<file path="config.mk">
export PLATFORM = sky130hd
export DESIGN_NAME = shth_div
export DESIGN_NICKNAME = d
export VERILOG_FILES = /design/src/shth_div.sv
export SDC_FILE = /design/constraint.sdc
export NUM_CORES = 2
export LEC_CHECK = 0
export BUFFER_PORTS_ARGS = -buffer_cell sky130_fd_sc_hd__buf_2
export CAP_MARGIN = 10
export CORE_ASPECT_RATIO = 1.5
export CORE_MARGIN = 5
export CORE_UTILIZATION = 61
export DETAILED_ROUTE_END_ITERATION = 12
export PLACE_DENSITY = 0.75
export RECOVER_POWER = 25
export SLEW_MARGIN = 30
export SYNTH_ARGS = -nofsm -noshare
export SYNTH_HDL_FRONTEND = slang
export SYNTH_SLANG_ARGS = --single-unit
</file>
<file path="constraint.sdc">
create_clock -name i_clk -period 3.1 [get_ports i_clk]
set_clock_uncertainty 0.1 [all_clocks]
set_input_delay 0.62 -clock i_clk [delete_from_list [all_inputs] [get_ports i_clk]]
set_output_delay 0.62 -clock i_clk [all_outputs]
set_load 0.005 [all_outputs]
</file>
<file path="src/shth_div.sv">
module shth_div #(
    parameter int NW = 32,
    parameter int DW = 10,
    parameter int SW = 1
) (
    input  logic          i_clk,
    input  logic          i_rst_n,
    input  logic          i_valid,
    input  logic [NW-1:0] i_num,
    input  logic [DW-1:0] i_den,
    input  logic [SW-1:0] i_sb,
    output logic          o_valid,
    output logic [NW-1:0] o_quo,
    output logic [SW-1:0] o_sb
);

    // one quotient bit per stage, restoring
    logic          r_v  [0:NW-1];
    logic [DW-1:0] r_r  [0:NW-1];
    logic [NW-1:0] r_q  [0:NW-1];
    logic [DW-1:0] r_d  [0:NW-1];
    logic [SW-1:0] r_sb [0:NW-1];

    for (genvar k = 0; k < NW; k++) begin : g_st
        logic          pv;
        logic [DW-1:0] pr;
        logic [NW-1:0] pq;
        logic [DW-1:0] pd;
        logic [SW-1:0] psb;
        logic [DW:0]   rs;
        logic [DW:0]   df;

        if (k == 0) begin : g_in
            assign pv  = i_valid;
            assign pr  = '0;
            assign pq  = i_num;
            assign pd  = i_den;
            assign psb = i_sb;
        end else begin : g_pr
            assign pv  = r_v[k-1];
            assign pr  = r_r[k-1];
            assign pq  = r_q[k-1];
            assign pd  = r_d[k-1];
            assign psb = r_sb[k-1];
        end

        assign rs = {pr, pq[NW-1]};
        assign df = rs - {1'b0, pd};

        always_ff @(posedge i_clk) begin
            if (!i_rst_n) begin
                r_v[k] <= 1'b0;
            end else begin
                r_v[k] <= pv;
            end
            r_d[k]  <= pd;
            r_sb[k] <= psb;
            if (!df[DW]) begin
                r_r[k] <= df[DW-1:0];
                r_q[k] <= {pq[NW-2:0], 1'b1};
            end else begin
                r_r[k] <= rs[DW-1:0];
                r_q[k] <= {pq[NW-2:0], 1'b0};
            end
        end
    end

    assign o_valid = r_v[NW-1];
    assign o_quo   = r_q[NW-1];
    assign o_sb    = r_sb[NW-1];

endmodule

</file>
* Word level (Yosys, flattened, before mapping)
Memory sizes are Yosys's and may differ from the RTL's.
Cells that the tools add are included.
Widths: inputs -> output; s select.
** Storage, ports and cells
- Register bits :: 0
- Word-level logic and storage cells :: 295
- Bits in read-only memories :: 0
- Memories kept :: 5
- Output and inout bits :: 34
- Memory bits (writable) :: 1728
- Latch bits :: 0
** Memories
- r_q :: depth 32, width 32, read ports 32, clocked after memory_dff 0, wr ports 32, RTL line 20 : logic [NW-1:0] r_q [0:NW-1];
- r_d :: depth 32, width 10, read ports 31, clocked after memory_dff 0, wr ports 32, RTL line 21 : logic [DW-1:0] r_d [0:NW-1];
- r_r :: depth 32, width 10, read ports 31, clocked after memory_dff 0, wr ports 32, RTL line 19 : logic [DW-1:0] r_r [0:NW-1];
- r_sb :: depth 32, width 1, read ports 32, clocked after memory_dff 0, wr ports 32, RTL line 22 : logic [SW-1:0] r_sb [0:NW-1];
- r_v :: depth 32, width 1, read ports 32, clocked after memory_dff 0, wr ports 32, RTL line 18 : logic r_v [0:NW-1];
** Cells by class
- Equal/unequal tests :: 0
- Add/sub/neg operators :: 32
- Bitwise logic cells :: 96
- $lt $le $gt $ge :: 0
- Shift operators :: 0
- Mux-type cells :: 162
- Divide/modulo/power cells :: 0
- Multiply operators :: 0
- Reductions and logical operators :: 0
** Operators with widths (count)
- $mux 32 :: 32
- $sub 11x10->11 :: 31
- $mux 10 :: 32
- $mux 1 :: 98
- $or 1x1->1 :: 96
- $sub 1x10->11 :: 1

* Depth between registers and ports, before layout
An unclocked memory read counts as a cell.
- Depth in word-level cells :: 4
- Gate-level depth with buffers :: 10
- Gate-level depth less buffers :: 9

* Worst setup path after synthesis
No wires, ideal clock.
- Kind :: flip-flop to flip-flop
- Start :: memory r_q[9][31], in the netlist r_q[1][63]
- End :: memory r_r[10][2], in the netlist r_r[2][22]
- Setup time :: 0.121 ns
- Period minus slack after synthesis :: 2.416 ns
- Cell stages (with the launch flop) :: 11
- Arrival :: 2.195 ns
- Path buffers :: 1
- Setup slack :: 0.684 ns
- Cell sequence :: dfxtp_1 -> inv_1 -> ha_1 -> fa_1 -> nor2b_1 -> o21ai_1 -> o211ai_1 -> o21ai_1 -> xor2_1 -> buf_2 -> mux2_2
** RTL lines (RTL line)
- start: declaration :: 20
- end: declaration :: 19

==> impl_results.md <==
* FP Rows at 132
* Synth top area cells: dfxtp_1 65%, ha_1 7.3%, mux2_2 3.2%
* RSZ-0062 raised after global routing: false
* Fin crit share at 85.4%
* Critical path cell sequence: ha_1 > fa_1 > nor2b_1 > o21ai_1 > o211ai_1 > o21ai_1 > xor2_1 > buf_4 > mux2_2
* CP max FO at 11
* GR Overflow Total at 0
* DR vias at 28300
* Syn avg cell area at 12.7 um2
* DRT Pass-1 Iters at 6
* CTS tree: built
* Initial core utilization at 61.4%
* P per Cell Area at 1230 nW/um2
* Fmax at 0.378 GHz
* Setup crit end kind: flip-flop
* Clock Path Buffers at 3
* Switching share of power at 29.1%
* Clock share of power at 25.7%
* NetSw at 21.5 mW
* Largest area contributor in the netlist: dfxtp_1
* Fin. max-slew vios at 0
* Largest net degree at the start of global routing at 33
* Cells after Synth at 4159
* Post-layout util at 70.1%
* Yosys top cell area share at 64.6%
* Clk sinks at 1708
* Max-cap violations at 0
* First-pass GRT wire length at 138000 um
* Maximum VDD drop at 0.804 mV
* Slowest stage cell, crit path: fa_1
* Initial antenna violation count at 0
* Netlist cell types at 52
* Hold WC Path Type: input pin to flip-flop
* Crit path top cell by count: o21ai_1
* Slowest Stage Delay on Critical Path at 410 ps
* CTS root buf: clkbuf_16
* Worst endpoint required time at 3600 ps
* CP arrival at 3150 ps
* Layout cells sized above 1 at 14.3%
* Int Pwr at 52.5 mW
* TritonCTS Buffers at 146
* Post-synthesis sequential area ratio at 64.6%
* Most used DFF post-synth: dfxtp_1
* Die area at 92900 um2
* Area Overhead vs Synth at 14.1%
* Core ar. at 86200 um2
* Ant. Diodes at 0
* DRT antenna net count at 0
* Final nets at 4820
* RePlAce Congestion at 0.859
* CP Class: flip-flop to flip-flop
* Vias/cell at 4.97
* Top cells by instance count after synthesis: 1708 x dfxtp_1, 425 x inv_1, 311 x ha_1
* Port bufs at 79
* Routed Wire Length at 81400 um
* DR WL/cell at 14.3 um
* Synthesized area at 52900 um2
* EDFF count, synth at 0
* Combinational Power Share at 33.2%
* Setup TNS at 0 ps
* Warnings, synthesis at 0
* Clock Latency Late Sink at 740 ps
* Tot GR Track Use at 17.9%
* Share of power burned in registers at 41.1%
* Htree depth at 4
* DRC viols at 0
* Number of gates resized after cts at 0
* Status: finished, final reports clean
* Die X at 251 um
* Vias in the first global route at 29800
* Dpl hpwl at 58100 um
* Iter 0 DRT Violations at 835
* Die height at 371 um
* Period minus WS final at 2650 ps
* Worst-path clk slew at 70 ps
* Setup violations, final at 0
* Pleak at 27.2 nW
* FFs w/ async S/R, synth at 0%
* Yosys reg bits at 1708
* Top-count cell post-synth: dfxtp_1
* Hold Vio Cnt, Final at 0
* CP startpoint kind: flip-flop
* Total I/O pin count at 80
## flip-flops by register name, indices dropped and copies added, names as in the netlist
| signal | cells |
|---|---|
| r_r | 310 |
| r_v | 32 |
| r_d | 310 |
| r_q | 1024 |
| r_sb | 32 |
## area by class of cell
cell class | count | area (um2)
well taps | 1139 | 1430
inverters | 425 | 1600
flip-flops and latches | 1708 | 34200
repair buffers | 156 | 1080
clock buffers | 182 | 4030
clock inverters | 81 | 1190
fillers | 6093 | 25800
multi-input cells | 1996 | 16900
## final timing paths
| path | from | end | slack, ps | cells past startpoint |
|---|---|---|---|---|
| min reg2reg | r_q[1][224] | r_q[2][1] | 220 | 0 |
| max | r_d[2][10] | r_r[2][29] | 450 | 9 |
| min | i_num[31] | r_r[0][0] | 80 | 3 |
| max reg2reg | r_d[2][10] | r_r[2][29] | 450 | 9 |
## layout by cell type, fill, tap and decap left out, types with 79 or more instances in the layout
cell / count
xor2_1: 79
nand2_1: 107
clkbuf_16: 148
a21oi_1: 98
mux2_4: 84
mux2_2: 151
dfxtp_1: 1708
ha_1: 311
xnor2_1: 192
inv_1: 425
nor2_1: 162
buf_2: 79
## stage by stage
step	hold WS (ps)	std cells	total power [mW]	worst slack, ps	instance area [um2]
after floorplan	210	4162	50.5	684	53000
after global placement	209	5381	54.7	497	54800
final	75.2	5687	74.1	453	60400
after global routing	46.7	5687	78.9	253	60400
after CTS	3.30	5687	75.0	429	60400
after detailed placement	212	5381	55.5	464	54800
## layer usage
| layer | share of wire [%] | vias up | track usage (%) |
|---|---|---|---|
| li1 | - | 14400 | - |
| met1 | 34 | 13300 | 16.4 |
| met2 | 58 | 414 | 36.6 |
| met3 | 3.1 | 214 | 3.68 |
| met4 | 4.4 | 0 | 8.46 |
| met5 | 0 | - | 0 |
## cell families after synthesis
logic type | share of synthesized area, %
compound gates | 6.91
xor+xnor | 4.48
fa+ha+maj | 8.48
buf+inv | 3.53
flops | 64.6
mux | 6.85
other cells | 0.00708
simple gates | 5.15
## power by group through the flow
stage | Combinational (mW) | Clock, mW | Sequential (mW)
2_1_floorplan | 20.6 | 0 | 29.9
3_3_place_gp | 23.9 | 0 | 30.8
3_5_place_dp | 24.5 | 0 | 31.0
4_1_cts | 24.8 | 19.6 | 30.6
5_1_grt | 27.3 | 20.6 | 31.0
6_report | 24.6 | 19.0 | 30.4
## worst max-delay path, delay by kind of cell, from the launching register on
kind | cells | cell delay [ps]
fa+ha+maj | 2 | 660
simple gates | 1 | 140
xor+xnor | 1 | 130
compound gates | 3 | 520
mux | 1 | 360
flops | 1 | 390
buf+inv | 1 | 220
## repair_timing
item	in CTS	in global routing
hold endpoints to repair	43	0
hold buffers	43	0
setup buffers	0	0
setup endpoints to repair	0	0
(Power assumes the default switching activity.)
