`src/shth_pkg.sv`:
```
package shth_pkg;

    localparam int FRAC_BITS  = 30;
    localparam int RF_W       = 20;
    localparam int COEF_W     = 32;
    localparam int OFF_W      = 15;
    localparam int SAMPLE_W   = 10;
    localparam int TEMP_W     = 16;
    localparam int RES_W      = 32;
    localparam int CFG_IDX_W  = 3;
    localparam int CFG_DATA_W = 32;

    // ln(2) in Q30
    localparam logic [29:0] LN2_Q30 = 30'd744261118;

    localparam int KELVIN_CENTI = 27315;

    // 100 * 2^40
    localparam logic [47:0] CENTI_Q40 = 48'd100 << 40;

    localparam logic [RF_W-1:0]   RF_RESET   = 20'd9900;
    localparam logic [COEF_W-1:0] COEF_A_RST = 32'd1237290300;
    localparam logic [COEF_W-1:0] COEF_B_RST = 32'd258068570;
    localparam logic [COEF_W-1:0] COEF_C_RST = 32'd96399;
    localparam logic [OFF_W-1:0]  OFF_RESET  = 15'h7E70;

    localparam logic signed [TEMP_W-1:0] TEMP_MAX = 16'sh7FFF;
    localparam logic signed [TEMP_W-1:0] TEMP_MIN = -16'sh8000;

    typedef enum logic [1:0] {
        FAULT_NONE  = 2'd0,
        FAULT_OPEN  = 2'd1,
        FAULT_SHORT = 2'd2
    } t_fault;

    typedef enum logic [CFG_IDX_W-1:0] {
        CFG_RF     = 3'd0,
        CFG_COEF_A = 3'd1,
        CFG_COEF_B = 3'd2,
        CFG_COEF_C = 3'd3,
        CFG_OFFSET = 3'd4
    } t_cfg_idx;

endpackage

```
`src/shth_mul.sv`:
```
module shth_mul #(
    parameter int AW = 32,
    parameter int BW = 32,
    parameter int OW = 32,
    parameter int SW = 1
) (
    input  logic          i_clk,
    input  logic          i_rst_n,
    input  logic          i_valid,
    input  logic [AW-1:0] i_a,
    input  logic [BW-1:0] i_b,
    input  logic [SW-1:0] i_sb,
    output logic          o_valid,
    output logic [OW-1:0] o_p,
    output logic [SW-1:0] o_sb
);

    // (a*b) >> 30 in two stages: partial products of both halves of b, then sum and shift
    localparam int BL = BW / 2;
    localparam int BH = BW - BL;
    localparam int PW = AW + BW;

    logic             r_v1;
    logic [AW+BL-1:0] r_plo;
    logic [AW+BH-1:0] r_phi;
    logic [SW-1:0]    r_sb1;
    logic             r_v2;
    logic [OW-1:0]    r_p;
    logic [SW-1:0]    r_sb2;
    logic [PW-1:0]    n_full;

    assign n_full = (PW'(r_phi) << BL) + PW'(r_plo);

    always_ff @(posedge i_clk) begin
        if (!i_rst_n) begin
            r_v1 <= 1'b0;
            r_v2 <= 1'b0;
        end else begin
            r_v1 <= i_valid;
            r_v2 <= r_v1;
        end
        r_plo <= i_a * i_b[BL-1:0];
        r_phi <= i_a * i_b[BW-1:BL];
        r_sb1 <= i_sb;
        r_p   <= OW'(n_full >> shth_pkg::FRAC_BITS);
        r_sb2 <= r_sb1;
    end

    assign o_valid = r_v2;
    assign o_p     = r_p;
    assign o_sb    = r_sb2;

endmodule

```
`config.mk`:
```
export PLATFORM = sky130hd
export DESIGN_NAME = shth_mul
export DESIGN_NICKNAME = d
export VERILOG_FILES = /design/src/shth_pkg.sv /design/src/shth_mul.sv
export SDC_FILE = /design/constraint.sdc
export NUM_CORES = 2
export LEC_CHECK = 0
export BUFFER_PORTS_ARGS = -buffer_cell sky130_fd_sc_hd__buf_2
export CORE_ASPECT_RATIO = 0.75
export CORE_MARGIN = 2
export CORE_UTILIZATION = 55
export CTS_BUF_LIST = sky130_fd_sc_hd__clkbuf_16
export CTS_CLUSTER_DIAMETER = 50
export DETAILED_ROUTE_END_ITERATION = 8
export GPL_TIMING_DRIVEN = 0
export PLACE_DENSITY = 0.72
export SLEW_MARGIN = 20
export SYNTH_ARGS = -nofsm -noshare
export SYNTH_HDL_FRONTEND = slang
export SYNTH_SLANG_ARGS = --single-unit
```
`constraint.sdc`:
```
create_clock -name i_clk -period 8 [get_ports i_clk]
set_input_delay 0.8 -clock i_clk [delete_from_list [all_inputs] [get_ports i_clk]]
set_output_delay 0.8 -clock i_clk [all_outputs]
set_load 0.005 [all_outputs]
```
## Word-level counts from Yosys, hierarchy flattened

Index checks and enable logic that the tools add are counted.
Widths: inputs -> output; s select.

| cells by class | value |
|---|---|
| multiplexer cells | 0 |
| equality and inequality tests | 0 |
| reduce and logical (&&, ||, !) cells | 0 |
| add/sub/neg operators | 1 |
| order comparisons | 0 |
| shift-type cells | 0 |
| $mul | 2 |
| bitwise operators | 0 |
| divide/modulo/power cells | 0 |

Operators by type and width:

| kind | count |
|---|---|
| $add 62x48->62 | 1 |
| $mul 32x16->48 | 1 |
| $mul 32x16->46 | 1 |

| storage, ports and cells | value |
|---|---|
| input bits | 68 |
| memories | 0 |
| latch bits | 0 |
| word-level logic and storage cells | 10 |
| memory bits (writable) | 0 |
| output and inout bits | 34 |
| memory bits (read-only) | 0 |
| register bits after elaboration | 130 |

## Logic depth before layout (Yosys ltp)

| depth | value |
|---|---|
| depth in word-level cells | 1 |
| mapped depth | 26 |
| gate-level depth less buffers | 24 |

## Worst setup path after synthesis

OpenSTA, ideal clock, no wires.

| timing path | value |
|---|---|
| kind | input port to flip-flop |
| from | input i_a[7] |
| to | register r_phi[42] |
| slack | 1.502 ns |
| library setup time | 0.120 ns |
| required time | 7.880 ns |
| stages | 25 |
| path buffers | 2 |
| data arrival time | 6.378 ns |
| path through | clkbuf_1 > nand2_1 > fa_1 > inv_1 > fa_1 > inv_1 > fa_1 > inv_1 > fa_1 > fa_1 > inv_1 > fa_1 > inv_1 > ha_1 > buf_4 > nand2_2 > or3_1 > nand4b_1 > a31oi_2 > nor3_2 > o31ai_4 > a41oi_1 > o21ai_1 > a21oi_1 > xnor2_1 |

| between the ends | value |
|---|---|
| cells in the longest elaborated chain, start to end | 1 |

Ends and longest elaborated chain:

| item | RTL line | source |
|---|---|---|
| start: declaration | shth_mul.sv:10 | `input logic [AW-1:0] i_a,` |
| $mul 32x16->46 | shth_mul.sv:43 | `r_phi <= i_a * i_b[BW-1:BL];` |
| end signal: assignment | shth_mul.sv:43 |  |
| end: declaration | shth_mul.sv:25 | `logic [AW+BH-1:0] r_phi;` |

No other way between the ends.
A chain may end at the register's enable or synchronous reset.

## Worst setup path after layout

| timing path | value |
|---|---|
| from | input i_a[10] |
| to | register r_plo[38] |

| between the ends | value |
|---|---|
| cells in the longest elaborated chain, start to end | 1 |

Ends and longest elaborated chain:

| item | RTL line | source |
|---|---|---|
| $mul 32x16->48 | shth_mul.sv:42 | `r_plo <= i_a * i_b[BL-1:0];` |
| end signal: assignment | shth_mul.sv:42 |  |
| end: declaration | shth_mul.sv:24 | `logic [AW+BL-1:0] r_plo;` |

No other way between the ends.

==> results.txt <==
Leading area contributor after synthesis: fa_1
Max-cap violations: 0
Placement Rows: 79
Tcrit/Tclk final: 97.4%
Clk_skew: 0.0174 ns
FMAX: 128 MHz
DRC: 0
Yosys reg bits: 114
Post_cts resized: 0
Top_reg_cell synth: dfxtp_1
Sequential fraction of the synthesis area: 6.54%
Critical path data required time: 8.26 ns
Clk root buf: clkbuf_16
Num CTS Buffers: 17
Final WL: 108000 µm
TritonCTS Sinks: 114
Share of post-route cells with drive strength above 1: 4.23%
Area delta synth->final: 6.39%
GRT overflow: 0
Max-slew headroom: 28.7%
Status: finished, final reports clean
RSZ-0062 raised after global routing: no
Crit Path Class: in2reg
Die height: 222 µm
Syn avg cell area: 8.97 µm²
CP Capture Type: flip-flop
Post-Synthesis Cells: 3888
Post-synthesis async set-or-reset flop share: 0%
Final setup violation count: 0
CP Cell Sequence: buf_2, clkbuf_1, and2_1, fa_1, inv_1, fa_1, fa_1, inv_1, fa_1, fa_1, inv_1, fa_1, inv_1, ha_1, nand4_1, nor2_1, nand3_1, a2111oi_4, o21ai_1, a21oi_1, o21a_1, o21a_1, nor2_1, xnor2_1
Synth unique cells: 65
Setup Buffers After CTS: 0
Total GRT Usage: 34.6%
I/O Buffers: 101
Setup WS post-layout: 0.211 ns
Number of synthesized flops with an enable pin: 0
Max clock buf depth: 2
DRT antenna net count: 0
Worst Hold Class: reg2reg
Top cell by count, worst path: fa_1
Drt pass-1 iters: 5
Setup WS pre-CTS: -0.218 ns
Avg WL per Cell: 22.1 µm
Area of the core: 0.0624 mm²
Largest net degree at the start of global routing: 17
Via count: 26.5k
Yosys warns: 0
Measured slew at the worst slew-check pin: 1.07 ns
CP max stage cell: clkbuf_1
WP data arrival: 8.05 ns
Post-synth top area share: 47.9%
Slew Viols, Final: 0
Ranking of synthesized cells by area: fa_1 48%, inv_1 9.6%, ha_1 9.2%
Clock Latency Late Sink: 0.46 ns
Die width: 295 µm
Initial antenna violation count: 11
Final HPWL DP: 91200 µm
Post-synth top cells: 895 x inv_1, 834 x fa_1, 656 x nand2_1, 414 x and2_1, 257 x ha_1
Post-route minimum period: 7.79 ns
Vias in the first global route: 27.5k
Crit start category: input port
First-pass GRT wire length: 167000 µm
Initial drt markers: 2312
Die area: 0.0655 mm²
Clock transition at the registers of the reported paths: 0.05 ns
Hold_buf cts: 0
Vias per std cell: 5.43
CTS tree: done
Synth Net Count: 5047
Crit path largest cell delay: 0.68 ns
Cell Area, Synth: 0.0349 mm²
Most frequent cell after synthesis: inv_1
IO Count: 102
Final #Nets: 5167
Final Hold Viols: 0
Starting Density: 55.9%
CP Max Fanout: 10
Routability cong.: 1.02
H-tree depth: 4
metrics by stage:
stage          instances  instance area [µm²]  util, %  TNS [ns]  hold WS [ns]
2_1_floorplan       3888                34900        -         0         0.310
3_3_place_gp        4839                36400     58.4    -0.232         0.310
3_5_place_dp        4839                36400     58.4    -0.538         0.313
4_1_cts             4871                37100     59.4         0         0.326
5_1_grt             4873                37100     59.5         0         0.327
6_report            4879                37100     59.5         0         0.326
placed cells by master, fill, tap and decap left out, types with 11 or more instances in the layout:
master / synthesis / routed
a21oi_1: 86 / 86
ha_1: 257 / 257
clkbuf_1: 200 / 187
o21ai_0: 28 / 28
and3_1: 13 / 13
dfxtp_1: 114 / 114
buf_2: 1 / 102
nor3_1: 15 / 15
fa_1: 834 / 834
xor2_1: 30 / 30
nand2_1: 656 / 656
nor2_1: 47 / 47
nand4_1: 17 / 17
a21o_1: 48 / 48
xnor2_1: 77 / 76
clkbuf_16: 0 / 17
nand3_1: 33 / 33
and2_1: 414 / 414
inv_1: 895 / 895
o21bai_1: 11 / 11
clkbuf_2: 0 / 11
critical path, delay by kind of cell:
kind / cells / cell delay (ns)
adder cells (fa/ha/maj): 7 / 3.25
AO/OA/AOI/OAI: 5 / 1.30
buffers and inverters: 6 / 1.19
AND/OR/NAND/NOR: 5 / 0.88
XOR/XNOR: 1 / 0.63
logic make-up after synthesis:
group / after synthesis / synth area share, %
fa+ha+maj: 1091 / 57.1
compound gates: 247 / 4.91
flops: 114 / 6.54
simple gates: 1231 / 16.9
xor+xnor: 107 / 2.69
buf+inv: 1098 / 11.9
flip-flops by register name (all words and copies together) (netlist names):
signal	count
r_sb1	1
o_p	32
r_plo	32
r_phi	46
r_v1	1
o_sb	1
o_valid	1
routing by layer:
metal / GRT usage (%) / vias up / wire length, µm
li1: - / 11600 / -
met1: 48.5 / 13300 / 44600
met2: 47.2 / 1457 / 43100
met3: 17.1 / 172 / 17300
met4: 9.38 / 6 / 2930
met5: 0 / - / 30
path summary, 6_finish.rpt:
path	start	endpoint	slack, ns	cells past startpoint
worst max register to register	r_plo[20]$_DFF_P_	o_p[29]$_DFF_P_	4.89	12
worst max-delay path	i_a[10]	r_plo[38]$_DFF_P_	0.21	24
worst min-delay path	r_sb1$_DFF_P_	o_sb$_DFF_P_	0.33	0
worst min register to register	r_sb1$_DFF_P_	o_sb$_DFF_P_	0.33	0
cell type report:
type                            count  area, µm²
Multi-Input combinational cell   2676      28500
Buffer                            203        801
Clock buffer                       17        425
Antenna cell                        8       20.0
Sequential cell                   114       2280
Inverter                          895       3360
Fill cell                        5508      25300
Clock inverter                     15        181
Timing Repair Buffer              101        505
Tap cell                          850       1060
Power is left out: the tool's default activity adds up to more than one toggle a clock period on the data nets, which glitch-free logic cannot reach.
